==> src/rtl/crc8ftr_pkg.sv <==
`timescale 1ns / 1ps
// ----------------------------------------------------------------------------
// crc8ftr_pkg
// Shared constants, types and the byte-wide crc-8 step for the receiver.
// ----------------------------------------------------------------------------
package crc8ftr_pkg;

   localparam int TELEMETRY_BYTES = 19;
   localparam int STORE_IDX_W     = $clog2(TELEMETRY_BYTES);
   localparam int FRAME_W         = 8 * TELEMETRY_BYTES;

   // result bus: four tick words, sensor bits, battery, zero fill to bytes
   localparam int TICK_W     = 32;
   localparam int LINE_W     = 5;
   localparam int BATT_W     = 16;
   localparam int RSP_USED_W = 4 * TICK_W + LINE_W + BATT_W;
   localparam int RSP_DATA_W = ((RSP_USED_W + 7) / 8) * 8;

   localparam logic [7:0] CRC_POLY      = 8'h07;
   localparam logic [7:0] HEADER_RESET  = 8'hAA;
   localparam logic [7:0] MAX_LEN_RESET = 8'd64;

   // configuration register indexes
   localparam int CSR_IDX_W = 1;
   localparam logic [CSR_IDX_W-1:0] CSR_HEADER_BYTE = 1'b0;
   localparam logic [CSR_IDX_W-1:0] CSR_MAX_PAYLOAD = 1'b1;

   typedef logic [FRAME_W-1:0] frame_type;

   typedef struct packed {
      logic full;
      logic empty;
   } queue_status_type;

   // msb-first crc-8 update over one byte, no reflection
   function automatic logic [7:0] crc8_next(input logic [7:0] crc, input logic [7:0] data);
      logic [7:0] c;
      c = crc ^ data;
      for (int k = 0; k < 8; k++) begin
         if (c[7]) begin
            c = {c[6:0], 1'b0} ^ CRC_POLY;
         end else begin
            c = {c[6:0], 1'b0};
         end
      end
      return c;
   endfunction

endpackage

==> src/rtl/crc8ftr_parser.sv <==
`timescale 1ns / 1ps
// ----------------------------------------------------------------------------
// crc8ftr_parser
// Front end: frame hunt, length check, payload capture and crc check.
// ----------------------------------------------------------------------------
module crc8ftr_parser (
   input  logic                                  clock,
   input  logic                                  reset,
   input  logic                                  csr_we,
   input  logic [crc8ftr_pkg::CSR_IDX_W-1:0]     csr_index,
   input  logic [7:0]                            csr_data,
   input  logic                                  req_tvalid,
   output logic                                  req_tready,
   input  logic [7:0]                            req_tdata,
   input  crc8ftr_pkg::queue_status_type         q_status,
   output logic                                  q_push,
   output crc8ftr_pkg::frame_type                q_frame
);

   typedef enum logic [1:0] {
      PH_HUNT,
      PH_LENGTH,
      PH_PAYLOAD,
      PH_CRC
   } phase_type;

   phase_type  phase_ff, phase_in;
   logic [7:0] header_ff;
   logic [7:0] max_len_ff;
   logic [7:0] len_ff, len_in;
   logic [7:0] count_ff, count_in;
   logic [7:0] crc_ff, crc_in;
   logic [7:0] store_ff [crc8ftr_pkg::TELEMETRY_BYTES];
   logic       accept;
   logic       store_we;

   assign req_tready = !q_status.full;
   assign accept     = req_tvalid && req_tready;
   assign store_we   = accept && (phase_ff == PH_PAYLOAD)
                       && (count_ff < 8'(crc8ftr_pkg::TELEMETRY_BYTES));

   assign q_push = accept && (phase_ff == PH_CRC) && (req_tdata == crc_ff)
                   && (len_ff == 8'(crc8ftr_pkg::TELEMETRY_BYTES));

   always_comb begin
      for (int k = 0; k < crc8ftr_pkg::TELEMETRY_BYTES; k++) begin
         q_frame[8*k +: 8] = store_ff[k];
      end
   end

   always_comb begin
      phase_in = phase_ff;
      len_in   = len_ff;
      count_in = count_ff;
      crc_in   = crc_ff;
      if (accept) begin
         unique case (phase_ff)
            PH_HUNT: begin
               if (req_tdata == header_ff) begin
                  phase_in = PH_LENGTH;
               end
            end
            PH_LENGTH: begin
               len_in = req_tdata;
               if (req_tdata == 8'd0 || req_tdata > max_len_ff) begin
                  phase_in = PH_HUNT;
               end else begin
                  count_in = 8'd0;
                  crc_in   = 8'd0;
                  phase_in = PH_PAYLOAD;
               end
            end
            PH_PAYLOAD: begin
               crc_in   = crc8ftr_pkg::crc8_next(crc_ff, req_tdata);
               count_in = count_ff + 8'd1;
               if (count_in >= len_ff) begin
                  phase_in = PH_CRC;
               end
            end
            PH_CRC: begin
               phase_in = PH_HUNT;
            end
            default: begin
               phase_in = PH_HUNT;
            end
         endcase
      end
   end

   always_ff @(posedge clock) begin
      if (reset) begin
         phase_ff   <= PH_HUNT;
         len_ff     <= 8'd0;
         count_ff   <= 8'd0;
         crc_ff     <= 8'd0;
         header_ff  <= crc8ftr_pkg::HEADER_RESET;
         max_len_ff <= crc8ftr_pkg::MAX_LEN_RESET;
      end else begin
         phase_ff <= phase_in;
         len_ff   <= len_in;
         count_ff <= count_in;
         crc_ff   <= crc_in;
         if (csr_we) begin
            unique case (csr_index)
               crc8ftr_pkg::CSR_HEADER_BYTE: header_ff  <= csr_data;
               crc8ftr_pkg::CSR_MAX_PAYLOAD: max_len_ff <= csr_data;
               default: ;
            endcase
         end
      end
   end

   // payload capture, undefined until the first frame fills it
   always_ff @(posedge clock) begin
      if (store_we) begin
         store_ff[count_ff[crc8ftr_pkg::STORE_IDX_W-1:0]] <= req_tdata;
      end
   end

   // a payload phase always has a nonzero length and a byte count below that length
   assert property (@(posedge clock) disable iff (reset)
      (phase_ff == PH_PAYLOAD) |-> (len_ff != 8'd0 && count_ff < len_ff))
      else $error("payload count ran past frame length");

endmodule

==> src/rtl/crc8ftr_fifo.sv <==
`timescale 1ns / 1ps
// ----------------------------------------------------------------------------
// crc8ftr_fifo
// Two-entry queue of checked frames between the parser and the output stage.
// ----------------------------------------------------------------------------
module crc8ftr_fifo (
   input  logic                           clock,
   input  logic                           reset,
   input  logic                           push,
   input  crc8ftr_pkg::frame_type         push_frame,
   input  logic                           pop,
   output crc8ftr_pkg::frame_type         pop_frame,
   output crc8ftr_pkg::queue_status_type  status
);

   crc8ftr_pkg::frame_type mem_ff [2];
   logic       wr_ptr_ff, wr_ptr_in;
   logic       rd_ptr_ff, rd_ptr_in;
   logic [1:0] count_ff, count_in;

   assign status.full  = (count_ff == 2'd2);
   assign status.empty = (count_ff == 2'd0);
   assign pop_frame    = mem_ff[rd_ptr_ff];

   always_comb begin
      wr_ptr_in = push ? !wr_ptr_ff : wr_ptr_ff;
      rd_ptr_in = pop ? !rd_ptr_ff : rd_ptr_ff;
      count_in  = count_ff + {1'b0, push} - {1'b0, pop};
   end

   always_ff @(posedge clock) begin
      if (reset) begin
         wr_ptr_ff <= 1'b0;
         rd_ptr_ff <= 1'b0;
         count_ff  <= 2'd0;
      end else begin
         wr_ptr_ff <= wr_ptr_in;
         rd_ptr_ff <= rd_ptr_in;
         count_ff  <= count_in;
      end
   end

   always_ff @(posedge clock) begin
      if (push) begin
         mem_ff[wr_ptr_ff] <= push_frame;
      end
   end

   assert property (@(posedge clock) disable iff (reset) count_ff != 2'd3)
      else $error("queue count out of range");

   assert property (@(posedge clock) disable iff (reset) !(push && status.full))
      else $error("push into full queue");

endmodule

==> src/rtl/crc8ftr_unpack.sv <==
`timescale 1ns / 1ps
// ----------------------------------------------------------------------------
// crc8ftr_unpack
// Back end: splits a stored frame into result fields and holds the result.
// ----------------------------------------------------------------------------
module crc8ftr_unpack (
   input  logic                                   clock,
   input  logic                                   reset,
   input  crc8ftr_pkg::queue_status_type          q_status,
   input  crc8ftr_pkg::frame_type                 q_frame,
   output logic                                   q_pop,
   output logic                                   rsp_tvalid,
   input  logic                                   rsp_tready,
   output logic [crc8ftr_pkg::RSP_DATA_W-1:0]     rsp_tdata
);

   localparam int TICKS_W = 4 * crc8ftr_pkg::TICK_W;
   localparam int PAD_W   = crc8ftr_pkg::RSP_DATA_W - crc8ftr_pkg::RSP_USED_W;

   logic                                valid_ff, valid_in;
   logic [crc8ftr_pkg::RSP_DATA_W-1:0]  data_ff, data_in;

   assign q_pop = !q_status.empty && (!valid_ff || rsp_tready);

   // payload bytes are already little-endian in place; sensor byte is trimmed
   always_comb begin
      data_in = {PAD_W'(0),
                 q_frame[8*17 +: crc8ftr_pkg::BATT_W],
                 q_frame[8*16 +: crc8ftr_pkg::LINE_W],
                 q_frame[TICKS_W-1:0]};
      if (q_pop) begin
         valid_in = 1'b1;
      end else if (rsp_tready) begin
         valid_in = 1'b0;
      end else begin
         valid_in = valid_ff;
      end
   end

   always_ff @(posedge clock) begin
      if (reset) begin
         valid_ff <= 1'b0;
      end else begin
         valid_ff <= valid_in;
      end
   end

   always_ff @(posedge clock) begin
      if (q_pop) begin
         data_ff <= data_in;
      end
   end

   assign rsp_tvalid = valid_ff;
   assign rsp_tdata  = data_ff;

   assert property (@(posedge clock) disable iff (reset)
      (valid_ff && !rsp_tready) |-> !q_pop)
      else $error("result overwritten while stalled");

endmodule

==> src/rtl/crc8_framed_telemetry_receiver.sv <==
`timescale 1ns / 1ps
// ----------------------------------------------------------------------------
// crc8_framed_telemetry_receiver
// Header / length / payload / crc-8 frame parser for wheel telemetry.
//
// Takes one received byte per cycle on req_ while the two-entry frame queue
// has room; req_tready drops only when two checked frames wait behind a
// stalled rsp_ side. A frame of 19 payload bytes whose crc-8 (poly 0x07,
// init 0) matches the trailing byte yields one result, which reaches rsp_
// through the queue write and then the output register, where it is held
// while rsp_ stalls. All other frames are dropped silently.
// Configuration writes (header byte, maximum payload length) take effect at
// the next clock edge and should be made while no frame is in flight.
// ----------------------------------------------------------------------------
module crc8_framed_telemetry_receiver (
   input  logic                                  clock,
   input  logic                                  reset,
   input  logic                                  csr_we,
   input  logic [crc8ftr_pkg::CSR_IDX_W-1:0]     csr_index,
   input  logic [7:0]                            csr_data,
   input  logic                                  req_tvalid,
   output logic                                  req_tready,
   input  logic [7:0]                            req_tdata,  // [7:0] rx_byte
   output logic                                  rsp_tvalid,
   input  logic                                  rsp_tready,
   // [31:0] tick_front_left, [63:32] tick_front_right, [95:64] tick_rear_left,
   // [127:96] tick_rear_right, [132:128] line_sensors, [148:133] battery_level
   output logic [crc8ftr_pkg::RSP_DATA_W-1:0]     rsp_tdata
);

   crc8ftr_pkg::queue_status_type q_status;
   crc8ftr_pkg::frame_type        push_frame;
   crc8ftr_pkg::frame_type        pop_frame;
   logic                          q_push;
   logic                          q_pop;

   crc8ftr_parser u_parser (
      .clock      (clock),
      .reset      (reset),
      .csr_we     (csr_we),
      .csr_index  (csr_index),
      .csr_data   (csr_data),
      .req_tvalid (req_tvalid),
      .req_tready (req_tready),
      .req_tdata  (req_tdata),
      .q_status   (q_status),
      .q_push     (q_push),
      .q_frame    (push_frame)
   );

   crc8ftr_fifo u_fifo (
      .clock      (clock),
      .reset      (reset),
      .push       (q_push),
      .push_frame (push_frame),
      .pop        (q_pop),
      .pop_frame  (pop_frame),
      .status     (q_status)
   );

   crc8ftr_unpack u_unpack (
      .clock      (clock),
      .reset      (reset),
      .q_status   (q_status),
      .q_frame    (pop_frame),
      .q_pop      (q_pop),
      .rsp_tvalid (rsp_tvalid),
      .rsp_tready (rsp_tready),
      .rsp_tdata  (rsp_tdata)
   );

endmodule
==> config.mk <==
export PLATFORM = sky130hd
export DESIGN_NAME = crc8_framed_telemetry_receiver
export DESIGN_NICKNAME = d
export VERILOG_FILES = /design/src/rtl/crc8ftr_pkg.sv /design/src/rtl/crc8ftr_parser.sv /design/src/rtl/crc8ftr_fifo.sv /design/src/rtl/crc8ftr_unpack.sv /design/src/rtl/crc8_framed_telemetry_receiver.sv
export SDC_FILE = /design/constraint.sdc
export NUM_CORES = 1
export LEC_CHECK = 0
export BUFFER_PORTS_ARGS = -buffer_cell sky130_fd_sc_hd__buf_2
export CORE_MARGIN = 1
export CORE_UTILIZATION = 64
export CTS_CLUSTER_SIZE = 10
export DETAILED_ROUTE_END_ITERATION = 16
export HOLD_SLACK_MARGIN = 0.08
export PLACE_DENSITY = 0.85
export SETUP_SLACK_MARGIN = 0.15
export SYNTH_ARGS = -nofsm -noshare
export SYNTH_HDL_FRONTEND = slang
export SYNTH_SLANG_ARGS = --single-unit
==> constraint.sdc <==
create_clock -name clock -period 17 [get_ports clock]
set_input_delay 1.7 -clock clock [delete_from_list [all_inputs] [get_ports clock]]
set_output_delay 1.7 -clock clock [all_outputs]
set_load 0.02 [all_outputs]
==> results of run 1 <==
## flip-flops by register name, summed over array words and instances (netlist names), named ones only
name and cells:
u_parser.len_ff 8, u_unpack.rsp_tvalid 1, u_parser.store_ff 149, u_fifo.mem_ff 298
u_fifo.wr_ptr_ff 1, u_parser.crc_ff 8, u_parser.header_ff 8, u_fifo.count_ff 2
u_unpack.rsp_tdata 149, u_parser.phase_ff 1, u_parser.max_len_ff 8, u_parser.count_ff 8
u_fifo.rd_ptr_ff 1
## metal layers
metal	GRT usage	up-vias	wire length (um)
li1	-	4662	-
met1	0.3230	5395	17380
met2	0.4184	555	22540
met3	0.04206	100	3005
met4	0.1101	0	1377
met5	0	-	0
## metrics by stage
stage / std cells / hold WS [ps] / util
6_report: 1806 / 435.0 / 0.7502
5_1_grt: 1806 / 439.5 / 0.7502
4_1_cts: 1806 / 435.3 / 0.7502
3_5_place_dp: 1705 / 429.6 / 0.6902
3_3_place_gp: 1705 / 421.6 / 0.6902
2_1_floorplan: 1106 / 421.5 / -
## layout by cell type (no fill, tap or decap), types with 2 or more instances in the layout
cell       instances
mux2_2           150
nand2b_1           3
nand4_1            5
nor3_1             2
nor2b_1            4
nand3_1           12
inv_1             24
xnor2_1           21
a21oi_1           16
o21bai_1           2
or3_1              3
nor4_1             5
a22o_1            10
buf_4              8
buf_2            172
dfxtp_1           46
conb_1             3
edfxtp_1         596
nor2_1            47
a211oi_1           2
o21ai_0            5
mux2i_1           17
nor2_4             2
ha_1              25
clkbuf_16         78
clkbuf_1          20
xor2_1            17
nand2_1           26
## critical path: stages
cell	delay, ps
buf_2	510
xnor2_1	300
ha_1	220
nand4_1	80
or3_1	380
or4_1	680
nor2_4	900
buf_4	840
## cell families after synthesis
family,Yosys count
AO/OA/AOI/OAI,47
AND/OR/NAND/NOR,121
flip-flops,643
multiplexers,167
other,1
buffers and inverters,61
adder cells (fa/ha/maj),25
XOR/XNOR,39
## path summary, 6_finish.rpt
path,end,slack [ps],cells past startpoint
max,u_fifo.mem_ff[0][102],11500,8
min,u_fifo.mem_ff[0][9],440,0
max reg2reg,u_fifo.mem_ff[0][102],12770,7
min reg2reg,u_fifo.mem_ff[0][9],440,0
## power by group
part | switching [W] | internal, W | total (W)
registers | 0.0000732 | 0.00194 | 0.00201
clock network | 0.000576 | 0.000837 | 0.00141
logic | 0.000410 | 0.000208 | 0.000618
total | 0.00106 | 0.00298 | 0.00404
## cell type report
| type | count | area [um^2] |
|---|---|---|
| fillers | 1725 | 8650 |
| clock buffers | 98 | 2027 |
| clock inverters | 3 | 50.05 |
| well taps | 455 | 569.3 |
| multi-input cells | 402 | 3476 |
| flip-flops and latches | 643 | 18840 |
| repair buffers | 180 | 920.9 |
| inverters | 25 | 93.84 |
==> results.yml, run 1 <==
run_status:
  status: "finished clean"
critical_path:
  path_class: "in -> reg"
  cp-end-kind: "register"
  worstSetupStartpointType: "input port"
  crit_start: "req_tdata[3]"
  r2r_start: "u_parser.crc_ff[7]"
  cp.arrival_ps: 5690
  required_ps: 17200
  crit_fanout: 66
min_path:
  hp-start: "u_parser.store_ff[1][1]"
  hp-class: "reg -> reg"
timing:
  slew_violations: 0
  hold_viol: 0
  worstMarginPinSlew_ps: 1143
  postLayoutSetupSlackWorst_ps: 11500
  skew_ps: 27.49
  period_needed_ps: 5496
  setup-tns-final_ps: 0
  finalCritPeriodShare: 0.3233
  max_freq_mhz: 181.9
  rsz0062_at_grt: "false"
  maxSlewHeadroom: 0.2383
  setup_violations: 0
detailed_routing:
  ant_nets: 0
  finalWirelength_um: 44300
  dr.pass1.iters: 5
  first_iter_violations: 1019
  wl_per_cell_um: 24.53
  vias_per_cell: 5.931
  drc_errors: 0
  num_vias: 10710
logic_synthesis:
  synth.most_common_cell: "edfxtp_1"
  yosysTopAreaCellShare: 0.7939
  synth_area_leader_cell: "edfxtp_1"
  ys_top_cells_by_area: "edfxtp_1 (79%), mux2_2 (7.5%), dfxtp_1 (4.2%), ha_1 (1.4%), nor2_1 (0.82%)"
  synth_top_family_by_area: "multiplexers"
  yosysUniqueCellTypes: 54
  avgSynthCellArea_um2: 20.42
  synthXorXnorAreaFrac: 0.01549
  seq_area_frac_synth: 0.8357
  synth-compound-area-share: 0.01471
  synth_flop_cell: "edfxtp_1"
  synth-adder-area-share: 0.01388
  netlist_area_um2: 22540
  ys_ff_latch: 643
  synthCells: 1104
  synth_common_cells: "edfxtp_1 (596), mux2_2 (150), nor2_1 (49)"
  synthMuxAreaShare: 0.08248
  async_reset_ff_frac: 0
  synth_edf_count: 596
  synth-simple-area-share: 0.02614
  yosys_warnings: 0
cts:
  cts-resized-gates: 0
  cts_root_buf: "clkbuf_16"
  cts.sinks: 643
  clockBufferDepth: 3
  clkLatencyLatePin_ps: 580
  cts_tree: "done"
  clk_pin_slew_worst_paths_ps: 50
  htree_levels: 3
  cts_setup_buffers: 0
  cts_buffers: 74
  cts_hold_buf: 0
place:
  dp_slack_ps: 10920
  dpl-instance-area_um2: 23900
  hpwlAfterDp_um: 23100
  io_buffers: 172
  gp_congestion: 0.8243
layout:
  finalInstanceArea_um2: 25980
  drive_gt1_frac: 0.3138
  area_growth_pct: 15.24
  final_nets: 1373
  n_antenna_cell: 0
die:
  row_count: 68
  die_h_um: 189.7
  core-area_um2: 34630
  dieArea_um2: 35980
  start_util: 0.6510
  ios: 176
  die_x_um: 189.7
global_route:
  grtUsageTotal: 0.2490
  overflow: 0
  grt_pass1_vias: 10890
  antenna_found_initial: 0
  grt_pass1_wl_um: 64920
  grt_max_degree: 77
pwr:
  powerDensity_nw_per_um2: 155.5
  peakVddDrop_v: 0.0001089
  power_w: 0.004040
  power.leakage_nw: 8.696
flow_run:
  drv_cap: 0
No activity file was read; power rests on OpenSTA's default activity.
==> run 2, diff against run 1 <==
--- a/config.mk
+++ b/config.mk
@@ -7,11 +7,11 @@
 export LEC_CHECK = 0
 export BUFFER_PORTS_ARGS = -buffer_cell sky130_fd_sc_hd__buf_2
 export CORE_MARGIN = 1
-export CORE_UTILIZATION = 64
+export CORE_UTILIZATION = 53
 export CTS_CLUSTER_SIZE = 10
 export DETAILED_ROUTE_END_ITERATION = 16
 export HOLD_SLACK_MARGIN = 0.08
-export PLACE_DENSITY = 0.85
+export PLACE_DENSITY = 0.76
 export SETUP_SLACK_MARGIN = 0.15
 export SYNTH_ARGS = -nofsm -noshare
 export SYNTH_HDL_FRONTEND = slang
==> constraint.sdc (replaced) <==
create_clock -name clock -period 4.7 [get_ports clock]
set_input_delay 0.47 -clock clock [delete_from_list [all_inputs] [get_ports clock]]
set_output_delay 0.47 -clock clock [all_outputs]
set_load 0.02 [all_outputs]
==> results.yml, run 2 (same netlist as run 1, synthesis figures left out) <==
cts:
  clockBufferDepth: 3
  cts_setup_buffers: 0
  clkLatencyLatePin_ps: 580
  cts_buffers: 74
  cts_tree: "done"
  cts_root_buf: "clkbuf_16"
  cts-resized-gates: 0
  cts.sinks: 643
  clk_pin_slew_worst_paths_ps: 60
  htree_levels: 3
  cts_hold_buf: 0
critical_path:
  crit_family: "simple AND/OR/NAND/NOR gates"
  crit_chain: "xnor2_1, ha_1, nand4_1, or3_1, or4_1, nor2_4, buf_12"
  path_class: "reg -> reg"
  slowest_delay_ps: 590
  required_ps: 4890
  r2r_setup_slack_ps: 1480
  cp.arrival_ps: 3410
  cpMaxStageDelayCell: "or4_1"
  cp-end-kind: "register"
  cp.buffers_inverters: 1
  crit_fanout: 149
  worstSetupStartpointType: "register"
die:
  start_util: 0.5374
  dieArea_um2: 43360
  die_h_um: 208.2
  row_count: 75
  core-area_um2: 41950
  ios: 176
  die_x_um: 208.2
timing:
  slew_violations: 0
  setup_violations: 0
  setup-tns-final_ps: 0
  finalCritPeriodShare: 0.6861
  max_freq_mhz: 310.1
  period_needed_ps: 3225
  skew_ps: 18.75
  maxSlewHeadroom: 0.2656
  hold_viol: 0
  rsz0062_at_grt: "false"
  worstMarginPinSlew_ps: 1102
  postLayoutSetupSlackWorst_ps: 1475
detailed_routing:
  drc_errors: 0
  dr.pass1.iters: 5
  vias_per_cell: 5.357
  ant_nets: 0
  finalWirelength_um: 40050
  num_vias: 10110
  first_iter_violations: 587
  wl_per_cell_um: 21.21
pwr:
  pwr-share-seq: 0.499
  powerDensity_nw_per_um2: 552.4
  power.leakage_nw: 8.737
  peakVddDrop_v: 0.0005266
  p_switching_w: 0.003671
  pwr-share-comb: 0.157
  p_sw_frac: 0.2538
  power_frac_clock: 0.344
  power.internal_w: 0.01079
global_route:
  grt_pass1_wl_um: 60290
  grt_max_degree: 151
  overflow: 0
  antenna_found_initial: 0
  grt_pass1_vias: 10340
  grtUsageTotal: 0.1869
min_path:
  hp-class: "in -> reg"
place:
  gp_congestion: 0.7677
  dp_slack_ps: 1214
  io_buffers: 172
  hpwlAfterDp_um: 22760
flow_run:
  drv_cap: 0
layout:
  regMostFlops: "u_fifo.mem_ff"
  final_common_cell: "edfxtp_1"
  final_nets: 1377
  drive_gt1_frac: 0.3217
  area_growth_pct: 16.16
  final_cell_mix: "edfxtp_1 (596), buf_2 (172), mux2_2 (150)"
  n_antenna_cell: 0
  fillers: 2749
  largest_reg_flops: 298
run_status:
  status: "finished clean"
==> run 2: cell types whose count changed in the layout (fill, tap and decap cells not counted), sizes merged <==
cell    delta
buf        +4
bufinv     -1
clkbuf     -4
clkinv     -2
inv        +1
==> run 2: worst paths after layout <==
kind / cells after the start / startpoint / to
hold reg to reg: 0 / u_parser.store_ff[13][2] / u_fifo.mem_ff[1][106]
hold / removal: 3 / csr_data[1] / u_parser.header_ff[1]
setup / recovery: 7 / u_parser.crc_ff[7] / u_fifo.mem_ff[0][52]
setup reg to reg: 7 / u_parser.crc_ff[7] / u_fifo.mem_ff[0][52]
==> run 2: per-layer routing <==
| metal | track usage | wire length, um |
|---|---|---|
| met5 | 0 | 0 |
| met4 | 0.06360 | 794 |
| met3 | 0.03623 | 1914 |
| met2 | 0.3040 | 20080 |
| met1 | 0.2550 | 17260 |
==> run 2: layout make-up <==
cell class | count | area, um^2 | share of cell area
multi-input cells | 402 | 3512 | 0.1341
clock buffers | 94 | 2053 | 0.07841
well taps | 539 | 674.4 | 0.02575
inverters | 25 | 93.84 | 0.003584
clock inverters | 1 | 8.758 | 0.0003345
flip-flops and latches | 643 | 18840 | 0.7196
repair buffers | 184 | 1001 | 0.03823
==> run 2: worst register-to-register path, delay by kind of cell, from the launching register on <==
family | cells | cell delay (ps)
adders and majority gates | 1 | 220
DFF | 1 | 310
xor gates and xnor gates | 1 | 330
and+or+nand+nor | 4 | 1220
buffers and inverters | 1 | 540
==> run 2: power groups by stage <==
| stage | Combinational, W | Sequential [W] | Clock [W] |
|---|---|---|---|
| after floorplan | 0.00104 | 0.00781 | 0 |
| after global placement | 0.00229 | 0.00732 | 0 |
| after detailed placement | 0.00232 | 0.00732 | 0 |
| after CTS | 0.00233 | 0.00721 | 0.00507 |
| after global routing | 0.00242 | 0.00725 | 0.00529 |
| final | 0.00228 | 0.00721 | 0.00497 |
==> run 2: stage by stage <==
stage | total power (W) | instances | hold WS [ps] | cell area [um^2] | utilization
2_1_floorplan | 0.008851 | 1106 | 421.5 | 22620 | -
3_3_place_gp | 0.009609 | 1793 | 421.6 | 24120 | 0.5751
3_5_place_dp | 0.009642 | 1793 | 429.1 | 24120 | 0.5751
4_1_cts | 0.01462 | 1888 | 133.3 | 26190 | 0.6243
5_1_grt | 0.01496 | 1888 | 139.3 | 26190 | 0.6243
6_report | 0.01446 | 1888 | 144.9 | 26190 | 0.6243
